<file path="src/ccfr_pkg.sv">
// Shared types and constants of the framed receiver with CRC-16 check.
// Used by the serial CRC unit and by the top level; no dependencies.
package ccfr_pkg;

    typedef enum logic [6:0] {
        PH_HUNT    = 7'b0000001,
        PH_LEN     = 7'b0000010,
        PH_CMD     = 7'b0000100,
        PH_PAYLOAD = 7'b0001000,
        PH_CRC_HI  = 7'b0010000,
        PH_CRC_LO  = 7'b0100000,
        PH_EMIT    = 7'b1000000
    } phase_t;

    typedef enum logic [1:0] {
        EV_GOOD    = 2'd0,
        EV_CRC_ERR = 2'd1,
        EV_LEN_ERR = 2'd2
    } event_t;

    localparam logic CFG_START_BYTE = 1'b0;
    localparam logic CFG_MAX_LENGTH = 1'b1;

    localparam logic [7:0]  START_BYTE_RESET = 8'hAA;
    localparam logic [5:0]  MAX_LENGTH_RESET = 6'd32;
    localparam logic [15:0] CRC_POLY         = 16'h1021;
    localparam logic [15:0] CRC_INIT         = 16'hFFFF;
    localparam logic [3:0]  BITS_PER_BYTE    = 4'd8;

    typedef struct packed {
        logic start;
        logic seed;
    } crc_ctl_t;

    typedef struct packed {
        logic [1:0]  event_res;
        logic [5:0]  frame_length;
        logic [7:0]  command;
        logic [4:0]  byte_index;
        logic [7:0]  payload_byte;
        logic        payload_valid;
        logic        last;
        logic [31:0] good_frames;
        logic [31:0] bad_frames;
    } result_t;

endpackage

</file>
<file path="src/ccfr_ram.sv">
// Generic single-write, single-read RAM with registered read data.
// No dependencies; contents are not reset.
module ccfr_ram #(
    parameter int WIDTH = 8,
    parameter int DEPTH = 32,
    parameter int AW    = (DEPTH > 1) ? $clog2(DEPTH) : 1
) (
    input  logic             aclk,
    input  logic             we,
    input  logic [AW-1:0]    waddr,
    input  logic [WIDTH-1:0] wdata,
    input  logic             re,
    input  logic [AW-1:0]    raddr,
    output logic [WIDTH-1:0] rdata
);

    logic [WIDTH-1:0] mem [DEPTH];
    logic [WIDTH-1:0] rdata_reg;

    always_ff @(posedge aclk) begin
        if (we) begin
            mem[waddr] <= wdata;
        end
        if (re) begin
            rdata_reg <= mem[raddr];
        end
    end

    assign rdata = rdata_reg;

endmodule

</file>
<file path="src/ccfr_crc_serial.sv">
// Bit-serial CRC-16 (poly 0x1021, MSB first): one bit per cycle, eight per byte.
// Depends on ccfr_pkg for the control struct and CRC constants.
module ccfr_crc_serial (
    input  logic               aclk,
    input  logic               aresetn,
    input  ccfr_pkg::crc_ctl_t ctl,
    input  logic [7:0]         data_in,
    output logic [15:0]        crc,
    output logic               busy
);
    import ccfr_pkg::*;

    logic [15:0] crc_reg, crc_next;
    logic [7:0]  shift_reg, shift_next;
    logic [3:0]  cnt_reg, cnt_next;
    logic        fb;

    always_comb begin
        crc_next   = crc_reg;
        shift_next = shift_reg;
        cnt_next   = cnt_reg;
        fb         = crc_reg[15] ^ shift_reg[7];
        if (ctl.start) begin
            crc_next   = ctl.seed ? CRC_INIT : crc_reg;
            shift_next = data_in;
            cnt_next   = BITS_PER_BYTE;
        end else if (cnt_reg != 4'd0) begin
            crc_next   = {crc_reg[14:0], 1'b0} ^ (fb ? CRC_POLY : 16'h0000);
            shift_next = {shift_reg[6:0], 1'b0};
            cnt_next   = cnt_reg - 4'd1;
        end
    end

    always_ff @(posedge aclk) begin
        if (!aresetn) begin
            crc_reg <= '0;
            cnt_reg <= '0;
        end else begin
            crc_reg <= crc_next;
            cnt_reg <= cnt_next;
        end
        shift_reg <= shift_next;
    end

    assign crc  = crc_reg;
    assign busy = (cnt_reg != 4'd0);

endmodule

</file>
<file path="src/crc_checked_frame_receiver_top.sv">
// Framed byte receiver with CRC-16 check: top level.
// Depends on ccfr_pkg, ccfr_crc_serial and ccfr_ram.
//
// Input channel (s_valid/s_ready/s_rx_byte) takes one received byte per
// request. The block hunts for start_byte, then reads length, command,
// payload and a big-endian CRC-16 over length, command and payload.
// A valid length byte and the command and payload bytes each start the
// bit-serial CRC unit, which keeps s_ready low while it shifts the byte in.
// Start and CRC bytes do not go through the CRC unit.
// Result channel (m_valid/m_ready/m_*) is a single output register. A good
// frame yields one result per payload byte, or one for an empty payload; an
// error yields one result. Error and empty-frame results are valid the cycle
// after their request; each payload result is read from the payload RAM
// (registered read) once the output register is free, then loaded into it.
// A length or CRC low byte is held off while a result waits, and all input
// is held off during emission. Counters wrap at 2^32.
// Configuration (cfg_we/cfg_index/cfg_wdata) writes start_byte (index 0)
// and max_length (index 1). Reset (aresetn low, synchronous) returns to
// the hunt, clears counters and restores register defaults.
module crc_checked_frame_receiver_top #(
    parameter int MAX_PAYLOAD = 32
) (
    input  logic        aclk,
    input  logic        aresetn,
    input  logic        s_valid,
    output logic        s_ready,
    input  logic [7:0]  s_rx_byte,
    output logic        m_valid,
    input  logic        m_ready,
    output logic [1:0]  m_event_res,
    output logic [5:0]  m_frame_length,
    output logic [7:0]  m_command,
    output logic [4:0]  m_byte_index,
    output logic [7:0]  m_payload_byte,
    output logic        m_payload_valid,
    output logic        m_last,
    output logic [31:0] m_good_frames,
    output logic [31:0] m_bad_frames,
    input  logic        cfg_we,
    input  logic        cfg_index,
    input  logic [7:0]  cfg_wdata
);
    import ccfr_pkg::*;

    localparam int         AW     = (MAX_PAYLOAD > 1) ? $clog2(MAX_PAYLOAD) : 1;
    localparam logic [8:0] MaxPay = 9'(MAX_PAYLOAD);

    phase_t      phase_reg, phase_next;
    logic [7:0]  start_byte_reg, start_byte_next;
    logic [5:0]  max_length_reg, max_length_next;
    logic [7:0]  crc_hi_reg, crc_hi_next;
    logic [5:0]  bytes_rx_reg, bytes_rx_next;
    logic [5:0]  held_len_reg, held_len_next;
    logic [7:0]  held_cmd_reg, held_cmd_next;
    logic [31:0] good_count_reg, good_count_next;
    logic [31:0] bad_count_reg, bad_count_next;
    logic [5:0]  emit_idx_reg, emit_idx_next;
    logic        rd_pend_reg, rd_pend_next;
    logic        m_valid_reg, m_valid_next;
    result_t     out_reg, out_next;

    crc_ctl_t    crc_ctl;
    logic [15:0] crc_value;
    logic        crc_busy;
    logic        ram_we, ram_re;
    logic [7:0]  ram_q;
    logic        acc;
    logic [8:0]  limit;
    logic        bad_len;
    logic        crc_ok;
    logic [5:0]  bytes_rx_inc;
    logic [5:0]  emit_idx_inc;
    logic        out_free;

    ccfr_crc_serial u_crc (
        .aclk    (aclk),
        .aresetn (aresetn),
        .ctl     (crc_ctl),
        .data_in (s_rx_byte),
        .crc     (crc_value),
        .busy    (crc_busy)
    );

    ccfr_ram #(
        .WIDTH (8),
        .DEPTH (MAX_PAYLOAD),
        .AW    (AW)
    ) u_store (
        .aclk  (aclk),
        .we    (ram_we),
        .waddr (AW'(bytes_rx_reg)),
        .wdata (s_rx_byte),
        .re    (ram_re),
        .raddr (AW'(emit_idx_reg)),
        .rdata (ram_q)
    );

    assign s_ready = (phase_reg != PH_EMIT) && !crc_busy &&
                     !(m_valid_reg && ((phase_reg == PH_LEN) || (phase_reg == PH_CRC_LO)));
    assign acc      = s_valid && s_ready;
    assign limit    = (MaxPay < {3'b000, max_length_reg}) ? MaxPay : {3'b000, max_length_reg};
    assign bad_len  = ({1'b0, s_rx_byte} > limit);
    assign crc_ok   = ({crc_hi_reg, s_rx_byte} == crc_value);
    assign bytes_rx_inc = bytes_rx_reg + 6'd1;
    assign emit_idx_inc = emit_idx_reg + 6'd1;
    assign out_free = !m_valid_reg || m_ready;

    always_comb begin
        phase_next      = phase_reg;
        start_byte_next = start_byte_reg;
        max_length_next = max_length_reg;
        crc_hi_next     = crc_hi_reg;
        bytes_rx_next   = bytes_rx_reg;
        held_len_next   = held_len_reg;
        held_cmd_next   = held_cmd_reg;
        good_count_next = good_count_reg;
        bad_count_next  = bad_count_reg;
        emit_idx_next   = emit_idx_reg;
        rd_pend_next    = rd_pend_reg;
        m_valid_next    = m_valid_reg && !m_ready;
        out_next        = out_reg;
        crc_ctl         = '0;
        ram_we          = 1'b0;
        ram_re          = 1'b0;

        if (cfg_we) begin
            unique case (cfg_index)
                CFG_START_BYTE: start_byte_next = cfg_wdata;
                CFG_MAX_LENGTH: max_length_next = cfg_wdata[5:0];
            endcase
        end

        unique case (phase_reg)
            PH_HUNT: begin
                if (acc && (s_rx_byte == start_byte_reg)) begin
                    phase_next = PH_LEN;
                end
            end
            PH_LEN: begin
                if (acc) begin
                    if (bad_len) begin
                        phase_next          = PH_HUNT;
                        bad_count_next      = bad_count_reg + 32'd1;
                        m_valid_next        = 1'b1;
                        out_next            = '0;
                        out_next.event_res  = EV_LEN_ERR;
                        out_next.last       = 1'b1;
                        out_next.good_frames = good_count_reg;
                        out_next.bad_frames = bad_count_reg + 32'd1;
                    end else begin
                        held_len_next = s_rx_byte[5:0];
                        crc_ctl.start = 1'b1;
                        crc_ctl.seed  = 1'b1;
                        phase_next    = PH_CMD;
                    end
                end
            end
            PH_CMD: begin
                if (acc) begin
                    held_cmd_next = s_rx_byte;
                    crc_ctl.start = 1'b1;
                    bytes_rx_next = '0;
                    phase_next    = (held_len_reg != 6'd0) ? PH_PAYLOAD : PH_CRC_HI;
                end
            end
            PH_PAYLOAD: begin
                if (acc) begin
                    ram_we        = 1'b1;
                    crc_ctl.start = 1'b1;
                    bytes_rx_next = bytes_rx_inc;
                    if (bytes_rx_inc >= held_len_reg) begin
                        phase_next = PH_CRC_HI;
                    end
                end
            end
            PH_CRC_HI: begin
                if (acc) begin
                    crc_hi_next = s_rx_byte;
                    phase_next  = PH_CRC_LO;
                end
            end
            PH_CRC_LO: begin
                if (acc) begin
                    phase_next = PH_HUNT;
                    if (!crc_ok) begin
                        bad_count_next       = bad_count_reg + 32'd1;
                        m_valid_next         = 1'b1;
                        out_next             = '0;
                        out_next.event_res   = EV_CRC_ERR;
                        out_next.last        = 1'b1;
                        out_next.good_frames = good_count_reg;
                        out_next.bad_frames  = bad_count_reg + 32'd1;
                    end else begin
                        good_count_next = good_count_reg + 32'd1;
                        if (held_len_reg == 6'd0) begin
                            m_valid_next         = 1'b1;
                            out_next             = '0;
                            out_next.event_res   = EV_GOOD;
                            out_next.command     = held_cmd_reg;
                            out_next.last        = 1'b1;
                            out_next.good_frames = good_count_reg + 32'd1;
                            out_next.bad_frames  = bad_count_reg;
                        end else begin
                            phase_next    = PH_EMIT;
                            emit_idx_next = '0;
                            rd_pend_next  = 1'b0;
                        end
                    end
                end
            end
            PH_EMIT: begin
                if (rd_pend_reg) begin
                    m_valid_next           = 1'b1;
                    out_next.event_res     = EV_GOOD;
                    out_next.frame_length  = held_len_reg;
                    out_next.command       = held_cmd_reg;
                    out_next.byte_index    = emit_idx_reg[4:0];
                    out_next.payload_byte  = ram_q;
                    out_next.payload_valid = 1'b1;
                    out_next.last          = (emit_idx_inc == held_len_reg);
                    out_next.good_frames   = good_count_reg;
                    out_next.bad_frames    = bad_count_reg;
                    emit_idx_next          = emit_idx_inc;
                    rd_pend_next           = 1'b0;
                    if (emit_idx_inc == held_len_reg) begin
                        phase_next = PH_HUNT;
                    end
                end else if (out_free) begin
                    ram_re       = 1'b1;
                    rd_pend_next = 1'b1;
                end
            end
            default: phase_next = PH_HUNT;
        endcase
    end

    always_ff @(posedge aclk) begin
        if (!aresetn) begin
            phase_reg      <= PH_HUNT;
            start_byte_reg <= START_BYTE_RESET;
            max_length_reg <= MAX_LENGTH_RESET;
            crc_hi_reg     <= '0;
            bytes_rx_reg   <= '0;
            held_len_reg   <= '0;
            held_cmd_reg   <= '0;
            good_count_reg <= '0;
            bad_count_reg  <= '0;
            emit_idx_reg   <= '0;
            rd_pend_reg    <= 1'b0;
            m_valid_reg    <= 1'b0;
        end else begin
            phase_reg      <= phase_next;
            start_byte_reg <= start_byte_next;
            max_length_reg <= max_length_next;
            crc_hi_reg     <= crc_hi_next;
            bytes_rx_reg   <= bytes_rx_next;
            held_len_reg   <= held_len_next;
            held_cmd_reg   <= held_cmd_next;
            good_count_reg <= good_count_next;
            bad_count_reg  <= bad_count_next;
            emit_idx_reg   <= emit_idx_next;
            rd_pend_reg    <= rd_pend_next;
            m_valid_reg    <= m_valid_next;
        end
        out_reg <= out_next;
    end

    assign m_valid         = m_valid_reg;
    assign m_event_res     = out_reg.event_res;
    assign m_frame_length  = out_reg.frame_length;
    assign m_command       = out_reg.command;
    assign m_byte_index    = out_reg.byte_index;
    assign m_payload_byte  = out_reg.payload_byte;
    assign m_payload_valid = out_reg.payload_valid;
    assign m_last          = out_reg.last;
    assign m_good_frames   = out_reg.good_frames;
    assign m_bad_frames    = out_reg.bad_frames;

    a_len_starts_crc: assert property (@(posedge aclk) disable iff (!aresetn)
        (acc && (phase_reg == PH_LEN) && !bad_len) |=> crc_busy)
        else $error("length byte did not start the CRC unit");

    a_out_hold: assert property (@(posedge aclk) disable iff (!aresetn)
        (m_valid && !m_ready) |=> (m_valid && $stable(out_reg)))
        else $error("stalled result changed");

    a_error_is_last: assert property (@(posedge aclk) disable iff (!aresetn)
        (m_valid && (m_event_res != EV_GOOD)) |-> (m_last && !m_payload_valid))
        else $error("error result not marked last");

    a_emit_nonempty: assert property (@(posedge aclk) disable iff (!aresetn)
        (phase_reg == PH_EMIT) |-> ((held_len_reg != 6'd0) && (emit_idx_reg < held_len_reg)))
        else $error("emission index out of range");

    a_no_load_over_full: assert property (@(posedge aclk) disable iff (!aresetn)
        (rd_pend_reg && (phase_reg == PH_EMIT)) |-> !(m_valid_reg && !$past(out_free)))
        else $error("payload result loaded over a full output register");

endmodule

</file>
<file path="config.mk">
export PLATFORM = sky130hd
export DESIGN_NAME = crc_checked_frame_receiver_top
export DESIGN_NICKNAME = d
export VERILOG_FILES = /design/src/ccfr_pkg.sv /design/src/ccfr_ram.sv /design/src/ccfr_crc_serial.sv /design/src/crc_checked_frame_receiver_top.sv
export SDC_FILE = /design/constraint.sdc
export NUM_CORES = 1
export LEC_CHECK = 0
export ABC_AREA = 1
export BUFFER_PORTS_ARGS = -buffer_cell sky130_fd_sc_hd__buf_2
export CAP_MARGIN = 20
export CORE_ASPECT_RATIO = 0.7
export CORE_MARGIN = 10
export CORE_UTILIZATION = 45
export CTS_CLUSTER_DIAMETER = 150
export DETAILED_ROUTE_END_ITERATION = 12
export PLACE_DENSITY = 0.67
export REMOVE_ABC_BUFFERS = 1
export SETUP_SLACK_MARGIN = 0.5
export SYNTH_ARGS = -nofsm -noshare
export SYNTH_HDL_FRONTEND = slang
export SYNTH_SLANG_ARGS = --single-unit
</file>
<file path="constraint.sdc">
create_clock -name aclk -period 18.8 [get_ports aclk]
set_input_delay 4.7 -clock aclk [delete_from_list [all_inputs] [get_ports aclk]]
set_output_delay 4.7 -clock aclk [all_outputs]
set_load 0.02 [all_outputs]
</file>
==> results of run 1 <==
## cell families after synthesis
family | after synthesis | share of synthesized area
buffers and inverters | 312 | 0.05609
AND/OR/NAND/NOR | 989 | 0.1804
AO/OA/AOI/OAI | 461 | 0.1137
flip-flops | 508 | 0.6108
XOR/XNOR | 71 | 0.02744
adder cells (fa/ha/maj) | 21 | 0.01159
## how the worst max path moves through the flow
| stage | start | endpoint | slack [ns] | depth (start not counted) |
|---|---|---|---|---|
| final | s_rx_byte[4] | m_good_frames[13] | 10.75 | 12 |
| after global placement | s_rx_byte[4] | m_good_frames[1] | 10.30 | 12 |
| after global routing | s_rx_byte[4] | m_good_frames[29] | 10.52 | 12 |
| after CTS | s_rx_byte[4] | m_good_frames[21] | 10.83 | 12 |
| after detailed placement | s_rx_byte[4] | m_good_frames[10] | 10.24 | 12 |
| after floorplan | s_rx_byte[1] | m_bad_frames[0] | 3.45 | 11 |
## worst max-delay path: cells and delay by family
kind / cells / cell delay (ns)
buffers and inverters: 3 / 1.89
and+or+nand+nor: 8 / 1.36
adders and majority gates: 1 / 0.26
## cells in the final DEF (no fill, tap or decap), types with 6 or more instances in the layout
cell / instances
nor2_2: 7
o21ai_0: 261
o22ai_1: 24
o221ai_1: 42
xnor2_1: 16
nand2_4: 8
clkbuf_16: 51
a21oi_1: 90
nor3_1: 37
buf_2: 118
inv_1: 186
edfxtp_1: 367
bufinv_16: 6
a31oi_1: 7
buf_4: 19
nor2_1: 413
nand3_1: 75
nand4_1: 12
clkbuf_1: 6
inv_2: 13
dfxtp_1: 139
clkinv_2: 14
clkinv_1: 11
xor2_1: 55
ha_1: 21
nand2_1: 416
o21ai_1: 15
o211ai_1: 11
## layout make-up
type	count	share of cell area
Clock buffer	57	0.05119
Multi-Input combinational cell	1542	0.2978
Sequential cell	508	0.5459
Inverter	203	0.03023
Tap cell	665	0.03280
Clock inverter	35	0.01317
Timing Repair Buffer	137	0.02890
## layer usage
layer,track usage,share of wire,up-vias,routed length [um]
li1,-,-,8159,-
met1,0.2811,0.46,8144,27110
met2,0.2843,0.43,653,25310
met3,0.03817,0.087,93,5107
met4,0.05575,0.022,2,1269
met5,0,0.00022,-,13
## power groups by stage
stage / Sequential [mW] / Clock (mW) / Combinational, mW
2_1_floorplan: 1.40 / 0 / 0.219
3_3_place_gp: 1.36 / 0 / 0.371
3_5_place_dp: 1.36 / 0 / 0.379
4_1_cts: 1.34 / 1.03 / 0.380
5_1_grt: 1.35 / 1.07 / 0.429
6_report: 1.34 / 1.01 / 0.380
==> qor.yml, run 1 <==
run_status: "complete, no violations"
maximum_number_of_pins_on_one_net_before_global_route_repair: 93
min_period_ns: 8.051
root_buffer_selected_by_cts: "clkbuf_16"
cts_resized: 0
power.static_leakage_nw: 9.307
drt-pass1-iter-count: 5
crit_path_start_kind: "input pin"
syn2layout_area_growth_pct: 11.94
routabilityCongestion: 0.9261
ys_ff_latch: 508
hold_viol: 0
synthTopCellsByArea: "edfxtp_1, dfxtp_1, nand2_1"
n_antenna_cell: 0
timing.critical_path.slowest_stage_cell: "buf_4"
fp.dieH_um: 207.8
worst_ep_arrival_time_ns: 8.27
r2r-start: "phase_reg[3]"
instances_no_fill: 3147
placementRows: 68
antenna_violating_nets_left: 0
synth_top_cells_by_count: "nand2_1, nor2_1, edfxtp_1, o21ai_0, inv_1"
worstSetupPathType: "in2reg"
number_of_flip_flops_in_the_largest_register: 256
post_cts_hold_buffer_count: 0
crit_path_max_incr_delay_ns: 0.67
clkTransAtPathRegs_ns: 0.06
worst_hold_startpoint: "held_cmd_reg[3]"
regArea_mm2: 0.01385
grt_pass1_vias: 16300
hold_crit_depth: 2
synth_area_leader_cell: "edfxtp_1"
timing.critical_path.mode_cell: "nand2_1"
worst_hold_path_type: "reg2reg"
route.detailed.vias_per_inst: 5.418
numClockSinks: 508
clock_skew_ns: 0.03512
hold_end: "held_cmd_reg[3]"
synth.yosys.seq_area_share: 0.6108
routed_wire_length_per_instance_um: 18.69
yosysUniqueCellTypes: 45
post_synth_instance_area_mm2: 0.02266
postRouteWirelength_um: 58810
worst_slack_ns: 10.75
synthFlopType: "edfxtp_1"
drv_cap: 0
max-slew-margin-rel: 0.1885
detail_route.iter0.violations: 1855
netSwitchingPower_mw: 0.7475
r2r_setup_slack_ns: 14.61
overflow_left_after_global_routing: 0
share_comb_of_total_power: 0.139
io_pins: 119
internal_power_mw: 1.984
worst-path-max-fanout: 55
part_of_the_total_power_dissipated_in_sequential_elements: 0.491
dp.cells: 3055
timing.rr.end: "m_good_frames[13]"
number_of_nets_in_the_final_layout: 2484
via_count: 17050
syn-instance-count: 2362
final_area_mm2: 0.02537
fmaxAchievable_ghz: 0.1242
post_place_setup_slack_ns: 10.24
reg2reg_depth: 12
count_of_yosys_warnings_during_synthesis: 0
synth_edf_count: 367
detailed_place_hpwl_um: 38160
synthesis.area_per_instance_um2: 9.595
p_total_mw: 2.731
post-synth-top-area-fraction: 0.4863
antenna_found_initial: 2
number_of_remaining_drc_errors: 0
cts-htree-levels: 2
cp.required_ns: 19.02
irDropWorstVdd_mv: 0.1101
tritoncts: "built"
path_cells: "buf_2 -> ha_1 -> nand2_1 -> nor2_1 -> nand2_1 -> nand2_1 -> nand2_1 -> nand2_1 -> nand2_4 -> nor4_2 -> buf_4 -> buf_4"
yosysMostFrequentCell: "nand2_1"
switching_share: 0.2737
multi_input_area_mm2: 0.007556
summed_negative_setup_slack_over_all_endpoints_ns: 0
post-route-util: 0.5123
drive_gt1_frac: 0.1088
post_cts.repair.setup_buffers: 0
timing.final.max_slew_violations: 0
gr-usage-all-layers: 0.1924
core_area_mm2: 0.04952
post-route-period-util: 0.4282
p_per_area_mw_per_mm2: 107.7
cp-end-kind: "register"
clock_tree.buffer_depth: 3
setup_viol_count_final: 0
cts_made_buffers: 49
first_pass_grt_wire_length_um: 92180
port_buffers: 118
postPlaceCellArea_mm2: 0.02374
hold-worst-slack_ns: 0.4524
pwr-share-clk: 0.370
nFillCells: 4375
start_util: 0.4577
rsz_0062_raised_after_global_routing: "no"
dieWidth_um: 288.2
worstMarginPinSlew_ns: 1.213
largest-register: "u_store.mem"
synthArstFlopShare: 0
die_area_mm2: 0.05989
insertion_delay_ns: 0.61
No activity file was read; power rests on OpenSTA's default activity.
==> run 2, diff against run 1 <==
- clock period: 18.8 -> 7.8 ns (I/O delays scaled with it)
==> qor.yml, run 2 (synthesized netlist as in run 1, its figures left out) <==
run_status: "complete, no violations"
route.detailed.vias_per_inst: 5.422  # about the same
cts_resized: 0  # unchanged
clkTransAtPathRegs_ns: 0.06  # about the same
post_cts.repair.setup_buffers: 0  # unchanged
path_cells: "buf_2 -> inv_1 -> nand2_1 -> nand2_1 -> nor2_1 -> nand2_1 -> nor2_2 -> nand3_4 -> nand2_2 -> inv_2 -> nand2_1 -> o21ai_0"
via_count: 17070  # +0.11%
worst_hold_path_type: "reg2reg"
power.static_leakage_nw: 9.316  # about the same
fmaxAchievable_ghz: 0.2066
worst_slack_ns: 2.960  # -7.789 ns
max-slew-margin-rel: 0.2173  # +0.02881
cts_made_buffers: 50  # +2.0%
crit_path_max_incr_delay_ns: 0.87  # +0.20 ns
worst_ep_arrival_time_ns: 5.13  # -3.14 ns
overflow_left_after_global_routing: 0  # unchanged
routabilityCongestion: 0.9302  # +0.44%
largest-register: "u_store.mem"
drv_cap: 0  # unchanged
regArea_mm2: 0.01385  # unchanged
number_of_remaining_drc_errors: 0  # unchanged
post_cts_hold_buffer_count: 0  # unchanged
grt_pass1_vias: 16200  # -0.61%
tritoncts: "built"
cp.required_ns: 8.09  # -10.93 ns
port_buffers: 118  # unchanged
dieWidth_um: 288.2  # unchanged
detail_route.iter0.violations: 1942  # +4.7%
number_of_flip_flops_in_the_largest_register: 256  # unchanged
postRouteWirelength_um: 59010  # +0.33%
gr-usage-all-layers: 0.1914  # -0.001046
timing.final.max_slew_violations: 0  # unchanged
clock_skew_ns: 0.03603  # +0.0009135 ns
core_area_mm2: 0.04952  # unchanged
post-route-period-util: 0.6205
instances_no_fill: 3148  # +0.032%
dp.cells: 3054  # -0.033%
placementRows: 68  # unchanged
nFillCells: 4469  # +2.1%
start_util: 0.4577  # unchanged
fp.dieH_um: 207.8  # unchanged
summed_negative_setup_slack_over_all_endpoints_ns: 0  # unchanged
n_antenna_cell: 0  # unchanged
io_pins: 119  # unchanged
rsz_0062_raised_after_global_routing: "no"
multi_input_area_mm2: 0.007556  # unchanged
insertion_delay_ns: 0.59  # -0.02 ns
layout_commonest_cell: "nand2_1"
drt-pass1-iter-count: 5  # unchanged
hold_viol: 0  # unchanged
cp-end-kind: "register"
mostFrequentLayoutCells: "nand2_1, nor2_1, edfxtp_1"
worst-path-max-fanout: 54  # -1.8%
antenna_violating_nets_left: 0  # unchanged
postPlaceCellArea_mm2: 0.02374  # about the same
die_area_mm2: 0.05989  # unchanged
maximum_number_of_pins_on_one_net_before_global_route_repair: 93  # unchanged
timing.critical_path.slowest_stage_cell: "nand2_2"
timing.critical_path.mode_cell: "nand2_1"
cts-htree-levels: 2  # unchanged
p_per_area_mw_per_mm2: 258.2  # +140%
worstMarginPinSlew_ns: 1.170  # -0.04306 ns
antenna_found_initial: 0  # -2
numClockSinks: 508  # unchanged
setup_viol_count_final: 0  # unchanged
routed_wire_length_per_instance_um: 18.74  # +0.30%
drive_gt1_frac: 0.1104  # +0.001567
post_place_setup_slack_ns: 2.393  # -7.847 ns
clock_tree.buffer_depth: 3  # unchanged
irDropWorstVdd_mv: 0.1878  # +71%
detailed_place_hpwl_um: 38180  # about the same
number_of_nets_in_the_final_layout: 2485  # +0.040%
crit_path_start_kind: "input pin"
worstSetupPathType: "in2reg"
final_area_mm2: 0.02537  # about the same
syn2layout_area_growth_pct: 11.96  # about the same
first_pass_grt_wire_length_um: 92270  # about the same
min_period_ns: 4.840
root_buffer_selected_by_cts: "clkbuf_16"
[run 2: changes by cell type in the layout (fill, tap and decap cells not counted), sizes merged]
| cell | change |
|---|---|
| clkinv | +6 |
| clkbuf | -2 |
| bufinv | -1 |
| clkinvlp | -1 |
| buf | -1 |
[run 2: area by class of cell]
class                           instances  area share
Tap cell                              665     0.03279
Sequential cell                       508      0.5458
Inverter                              203     0.03023
Timing Repair Buffer                  137     0.02964
Clock buffer                           54     0.05030
Multi-Input combinational cell       1542      0.2978
Clock inverter                         39     0.01351
[run 2: worst paths after layout]
kind                   start  cells past startpoint  slack (ns)               end
min          held_cmd_reg[2]                      2        0.46   held_cmd_reg[2]
max reg2reg     phase_reg[3]                     11        4.34  m_bad_frames[30]
max             s_rx_byte[5]                     12        2.96  m_bad_frames[31]
min reg2reg  held_cmd_reg[2]                      2        0.46   held_cmd_reg[2]
[run 2: critical path, delay by kind of cell]
kind,cells,cell delay (ns)
compound gates,1,0.10
simple gates,8,1.89
buf+inv,3,1.13
[run 2: per-stage QoR]
stage / util / power (mW) / hold slack, ns
2_1_floorplan: - / 3.907 / 0.4294
3_3_place_gp: 0.4795 / 4.187 / 0.4478
3_5_place_dp: 0.4795 / 4.206 / 0.4460
4_1_cts: 0.5122 / 6.586 / 0.4559
5_1_grt: 0.5124 / 6.823 / 0.4855
6_report: 0.5124 / 6.552 / 0.4559
[run 2: power breakdown]
part	total [mW]	switching (mW)	leakage [nW]	internal (mW)
Combinational	0.926	0.654	4.03	0.272
Sequential	3.23	0.116	4.48	3.12
Clock	2.39	1.04	0.801	1.35
[run 2: per-layer routing]
layer | track usage | wire (um) | up-vias
met1 | 0.2850 | 27040 | 8160
met5 | 0 | 0 | -
met3 | 0.03117 | 5264 | 70
li1 | - | - | 8169
met4 | 0.03610 | 816 | 0
met2 | 0.2903 | 25880 | 671
